===== src/hdl/ldfm_pkg.sv =====
// Shared types, constants and fixed-point helpers for the lens distortion forward map.
// No dependencies; every module in hdl/ imports this package.
package ldfm_pkg;

    localparam int COORD_W = 12;
    localparam int FRAC_W  = 16;
    localparam int QUO_W   = COORD_W + FRAC_W;
    localparam int DIM_W   = 13;
    localparam int COEF_W  = 20;
    localparam int CTR_W   = 18;
    localparam int FRAME_W = 29;
    localparam int XD_W    = 31 + DIM_W - FRAC_W;
    localparam int DEST_W  = 15;

    typedef logic signed [31:0] q_t;

    typedef enum logic [2:0] {
        REG_K1      = 3'd0,
        REG_K2      = 3'd1,
        REG_K3      = 3'd2,
        REG_P1      = 3'd3,
        REG_P2      = 3'd4,
        REG_CX      = 3'd5,
        REG_CY      = 3'd6,
        REG_FRAME   = 3'd7
    } reg_idx_t;

    typedef struct packed {
        logic [7:0] red;
        logic [7:0] green;
        logic [7:0] blue;
        logic [7:0] alpha;
    } pix_t;

    typedef struct packed {
        logic [DIM_W-1:0] r;
        logic [1:0]       q;
    } div2_t;

    localparam q_t ONE_Q16 = 32'sd65536;

    // Two restoring division steps; remainder stays below the divisor.
    function automatic div2_t div_step2(logic [DIM_W-1:0] r, logic [1:0] b,
                                        logic [DIM_W-1:0] d);
        logic [DIM_W:0]   t;
        logic [DIM_W-1:0] rr;
        div2_t            o;
        t = {r, b[1]};
        if (t >= {1'b0, d})
        begin
            rr     = DIM_W'(t - {1'b0, d});
            o.q[1] = 1'b1;
        end
        else
        begin
            rr     = t[DIM_W-1:0];
            o.q[1] = 1'b0;
        end
        t = {rr, b[0]};
        if (t >= {1'b0, d})
        begin
            rr     = DIM_W'(t - {1'b0, d});
            o.q[0] = 1'b1;
        end
        else
        begin
            rr     = t[DIM_W-1:0];
            o.q[0] = 1'b0;
        end
        o.r = rr;
        return o;
    endfunction

    function automatic q_t sat64(logic signed [63:0] v);
        if (v > 64'sd2147483647)
            return 32'sh7fffffff;
        else if (v < -64'sd2147483648)
            return 32'sh80000000;
        else
            return v[31:0];
    endfunction

    function automatic q_t add_sat(q_t a, q_t b);
        logic [32:0] s;
        s = {a[31], a} + {b[31], b};
        if (s[32] != s[31])
            return s[32] ? 32'sh80000000 : 32'sh7fffffff;
        else
            return s[31:0];
    endfunction

    // Q16 product, truncated toward zero, saturated.
    function automatic q_t mulq(q_t a, q_t b);
        logic signed [63:0] p;
        p = 64'(a) * 64'(b);
        if (p[63])
            p = p + 64'sd65535;
        return sat64(p >>> FRAC_W);
    endfunction

endpackage


===== src/hdl/ldfm_norm.sv =====
// Normalizer: pipelined radix-4 divider for coord*65536/dim, then center subtract.
// Depends on ldfm_pkg.
module ldfm_norm
    import ldfm_pkg::*;
(
    input  logic                    clk,
    input  logic                    rst_n,
    input  logic                    en,
    input  logic                    in_valid,
    input  logic [COORD_W-1:0]      src_x,
    input  logic [COORD_W-1:0]      src_y,
    input  pix_t                    in_pix,
    input  logic [DIM_W-1:0]        fw,
    input  logic [DIM_W-1:0]        fh,
    input  logic signed [CTR_W-1:0] cx,
    input  logic signed [CTR_W-1:0] cy,
    output logic                    out_valid,
    output q_t                      xp,
    output q_t                      yp,
    output pix_t                    out_pix
);

    localparam int NS = QUO_W / 2;

    logic [QUO_W-1:0] nx_reg [NS];
    logic [QUO_W-1:0] ny_reg [NS];
    logic [QUO_W-1:0] qx_reg [NS];
    logic [QUO_W-1:0] qy_reg [NS];
    logic [DIM_W-1:0] rx_reg [NS];
    logic [DIM_W-1:0] ry_reg [NS];
    logic             v_reg  [NS];
    pix_t             pix_reg[NS];

    logic             ov_reg;
    q_t               xp_reg;
    q_t               yp_reg;
    pix_t             opix_reg;

    for (genvar s = 0; s < NS; s++)
    begin : g_stage
        logic [QUO_W-1:0] nx_in, ny_in, qx_in, qy_in;
        logic [DIM_W-1:0] rx_in, ry_in;
        logic             v_in;
        pix_t             p_in;
        div2_t            dx, dy;

        if (s == 0)
        begin : g_first
            assign nx_in = {src_x, FRAC_W'(0)};
            assign ny_in = {src_y, FRAC_W'(0)};
            assign qx_in = '0;
            assign qy_in = '0;
            assign rx_in = '0;
            assign ry_in = '0;
            assign v_in  = in_valid;
            assign p_in  = in_pix;
        end
        else
        begin : g_next
            assign nx_in = nx_reg[s-1];
            assign ny_in = ny_reg[s-1];
            assign qx_in = qx_reg[s-1];
            assign qy_in = qy_reg[s-1];
            assign rx_in = rx_reg[s-1];
            assign ry_in = ry_reg[s-1];
            assign v_in  = v_reg[s-1];
            assign p_in  = pix_reg[s-1];
        end

        assign dx = div_step2(rx_in, nx_in[QUO_W-1 -: 2], fw);
        assign dy = div_step2(ry_in, ny_in[QUO_W-1 -: 2], fh);

        always_ff @(posedge clk or negedge rst_n)
        begin
            if (!rst_n)
                v_reg[s] <= 1'b0;
            else if (en)
                v_reg[s] <= v_in;
        end

        always_ff @(posedge clk)
        begin
            if (en)
            begin
                nx_reg[s]  <= nx_in << 2;
                ny_reg[s]  <= ny_in << 2;
                qx_reg[s]  <= {qx_in[QUO_W-3:0], dx.q};
                qy_reg[s]  <= {qy_in[QUO_W-3:0], dy.q};
                rx_reg[s]  <= dx.r;
                ry_reg[s]  <= dy.r;
                pix_reg[s] <= p_in;
            end
        end
    end

    always_ff @(posedge clk or negedge rst_n)
    begin
        if (!rst_n)
            ov_reg <= 1'b0;
        else if (en)
            ov_reg <= v_reg[NS-1];
    end

    always_ff @(posedge clk)
    begin
        if (en)
        begin
            xp_reg   <= q_t'(qx_reg[NS-1]) - 32'(cx);
            yp_reg   <= q_t'(qy_reg[NS-1]) - 32'(cy);
            opix_reg <= pix_reg[NS-1];
        end
    end

    assign out_valid = ov_reg;
    assign xp        = xp_reg;
    assign yp        = yp_reg;
    assign out_pix   = opix_reg;

endmodule


===== config.mk =====
export PLATFORM = sky130hd
export DESIGN_NAME = ldfm_norm
export DESIGN_NICKNAME = d
export VERILOG_FILES = /design/src/hdl/ldfm_pkg.sv /design/src/hdl/ldfm_norm.sv
export SDC_FILE = /design/constraint.sdc
export NUM_CORES = 2
export LEC_CHECK = 0
export CAP_MARGIN = 20
export CORE_ASPECT_RATIO = 1.1
export CORE_MARGIN = 2
export CORE_UTILIZATION = 55
export CTS_BUF_LIST = sky130_fd_sc_hd__clkbuf_16
export CTS_CLUSTER_SIZE = 25
export DETAILED_ROUTE_END_ITERATION = 8
export DONT_BUFFER_PORTS = 1
export PLACE_DENSITY = 0.71
export SETUP_SLACK_MARGIN = 0.5
export SLEW_MARGIN = 20
export SYNTH_ARGS = -nofsm -noshare
export SYNTH_HDL_FRONTEND = slang
export SYNTH_SLANG_ARGS = --single-unit

===== constraint.sdc =====
create_clock -name clk -period 7 [get_ports clk]
set_clock_uncertainty 0.1 [all_clocks]
set_input_delay 0.35 -clock clk [delete_from_list [all_inputs] [get_ports clk]]
set_output_delay 0.35 -clock clk [all_outputs]
set_load 0.02 [all_outputs]

==> run metrics <==
Nets 7958; Commonest cells post-synth edfxtp_1 (1358), ha_1 (746), a21oi_1 (544), nor2_1 (456), mux2_2 (380); Relative slew margins 0.203; Clk Latency, worst-skew pair 0.82 ns; EDFF count, synth between 1000 and 1500; Hold Path Origin en; Yosys reg bits roughly 1400; crit end category flip-flop; initial antenna violation count 6; sequential power share 0.258; Placer Congestion between 0.9 and 1; CTS max path bufs 3; main area contributors after synthesis edfxtp_1 (51%), ha_1 (12%), mux2_2 (5.3%), xnor2_1 (3.5%), a21oi_1 (3.4%); status finished, final reports clean; clock-pin slew on the worst setup and hold paths 0.06 ns; RSZ-0062 raised after global routing yes; peak supply drop between 0.0004 and 0.0005 V; TritonCTS clock tree done; fin. max-slew vios 0; Sw Ratio 0.393; vias in the first global route roughly 53000; io pins roughly 220; first-pass GRT wire length approximately 280000 um; setup slack, reg-to-reg slightly above 0.9 ns; Site Rows ~150; Fin. Hold Viols 0; Initial Utilization 0.553; grt total ovfl 0; most common cell in the synthesized netlist edfxtp_1; vias post-DR approximately 54000; mean post-synth cell area about 12 um2; async set-or-reset flop fraction in the synthesized netlist 0.0109; P_leak around 35 nW; kind of critical path flip-flop to flip-flop; Seq/Total Area, Yosys 0.511; hold depth 1; DRT iter0 DRCs between 3000 and 4000; maximum number of pins on one net before global-route repair between 200 and 300; fin crit period 6.09 ns; CTS Buf Count around 150; Req. time, crit path around 7.5 ns; worst hold path class input pin to flip-flop; Residual DRC 0; total wire length ~180000 um; Crit Path Max Fanout 16; crit path launch type flip-flop; Max Cap Viol 0; Final setup violation count 0; HPWL after DPL 124000 um; Post-Synthesis Net Count around 7700; fmax ~0.16 GHz; Final period util 0.870; clk root buf clkbuf_16; Combinational Power Share 0.588; clock sink total ~1400; # Post-CTS Setup Buffers 0; top-area cell type share of the netlist area 0.507; r2r startpoint rx_reg[0][78]; worst-margin pin slew 1.20 ns; Final Instance Area ~90000 um2; max reg flops 448; chip width 369 um; count of different cell masters after synthesis 90; Area after DPL roughly 84000 um2; hold worst-path end pix_reg[0][6]; Tot Pwr between 50 and 60 mW; Synthesis Warnings 0; P per Cell Area between 500 and 600 nW/um2; Sw Pwr ~20 mW; Fin Hold WS roughly 0.034 ns; number of port buffers 0; layout cells sized above 1 0.117; CP Launch Point rx_reg[0][78]; DRT Pass-1 Iters 8; Synth Cell Area a little over 80000 um2; H-tree depth 4; Antenna Nets Post-Route 0; DR vias/cell around 6; Cells after Synth roughly 6800; setup tns final 0 ns; CP arrival approximately 6.6 ns; design internal power 31.4 mW; worst reg-to-reg path cell count 21; Die Ht ~400 um; synthesis-to-finish area growth 11.8%; area of the die 149000 um2; Routed WL per cell between 15 and 20 um; Clock Power Share 0.154; reg-to-reg endpoint rx_reg[0][92]; Core ar. roughly 150000 um2; top cell type by total area after synthesis edfxtp_1; Top FF cell, synth edfxtp_1; Global Route Usage Sum 0.237
area by class of cell:
class / count / area [um2]
Sequential cell: 1373 / 41200
Timing Repair Buffer: 233 / 2410
Multi-Input combinational cell: 4955 / 37700
Tap cell: 1937 / 2420
Fill cell: 11400 / 55700
Clock buffer: 148 / 3700
Antenna cell: 2 / 5.00
Inverter: 340 / 1280
Clock inverter: 125 / 1360
layout by cell type, fill, tap and decap left out, types with 40 or more instances in the layout:
master         Yosys  routed
edfxtp_1        1358    1358
xor2_1           196     196
or3_1             42      42
nor2_1           456     456
nand2_1          371     371
a21o_1           186     186
clkbuf_16          0     148
dlygate4sd3_1      0     111
mux2_2           380     380
inv_1            334     353
nand2b_1          74      74
mux2i_1           43      43
nor2b_1          132     132
nand4_1           81      81
o21a_1            79      79
xnor2_1          325     325
a21oi_1          544     544
ha_1             746     746
o21ai_0          354     353
a211oi_1          65      63
nor3_1           143     143
buf_4             10      97
o21bai_1          50      50
fa_1              40      40
nand3_1          105     105
logic make-up (layout without fill, tap and decap cells):
| family | after synthesis | in the layout | share of synthesized area |
|---|---|---|---|
| AO/OA/AOI/OAI | 1646 | 1646 | 0.132 |
| XOR/XNOR | 521 | 521 | 0.0567 |
| adder cells (fa/ha/maj) | 786 | 786 | 0.126 |
| buffers and inverters | 444 | 846 | 0.0216 |
| flip-flops | 1373 | 1373 | 0.511 |
| multiplexers | 429 | 429 | 0.0593 |
| other | 0 | 2 | 0 |
| AND/OR/NAND/NOR | 1573 | 1573 | 0.0937 |
how the worst max path moves through the flow:
stage                          to  slack (ns)  cells after the start
floorplan           ry_reg[1][10]        1.11                     21
global placement    ry_reg[0][18]        0.86                     20
detailed placement  rx_reg[0][37]        0.77                     22
CTS                 rx_reg[0][92]        0.90                     19
global route        rx_reg[0][92]        0.45                     21
finish              rx_reg[0][92]        0.91                     21
routing by layer:
metal	vias up	GRT usage	wire (um)
met4	0	0.0978	7280
met1	25800	0.295	75500
met5	-	0	0
li1	26200	-	-
met3	389	0.0349	7430
met2	1330	0.414	88900
power groups by stage:
stage | sequential, mW | clock [mW] | combinational [mW]
2_1_floorplan | 13.0 | 0 | 24.2
3_3_place_gp | 13.5 | 0 | 28.9
3_5_place_dp | 13.5 | 0 | 29.8
4_1_cts | 13.4 | 8.17 | 30.2
5_1_grt | 13.5 | 8.48 | 33.8
6_report | 13.4 | 7.97 | 30.4
what timing repair did:
item,in CTS,in global routing
setup endpoints to repair,0,12
gates resized for setup,0,2
hold buffers,115,0
endpoints found under the hold margin,156,0
through the flow:
stage	util	setup WS, ns	std cells
floorplan	-	1.11	6772
global placement	0.573	0.856	8713
global route	0.618	0.445	9113
CTS	0.617	0.895	9108
finish	0.618	0.907	9113
detailed placement	0.574	0.775	8720
critical path, cell delays in order (launching register included):
cell and delay [ns]:
edfxtp_1 0.39, inv_1 0.07, fa_1 0.40, nand2b_1 0.16
a21boi_0 0.26, o21ai_0 0.21, a31o_2 0.24, and3_2 0.29
inv_1 0.41, nor2_1 0.08, a21oi_1 0.19, ha_1 0.29
o21a_1 0.13, o21a_1 0.20, o211ai_1 0.25, a31oi_1 0.15
a211oi_1 0.22, o21ai_1 0.33, nand3_1 0.19, dlygate4sd3_1 0.56
o311ai_0 0.13, dlygate4sd3_1 0.60
(Power assumes the default switching activity.)
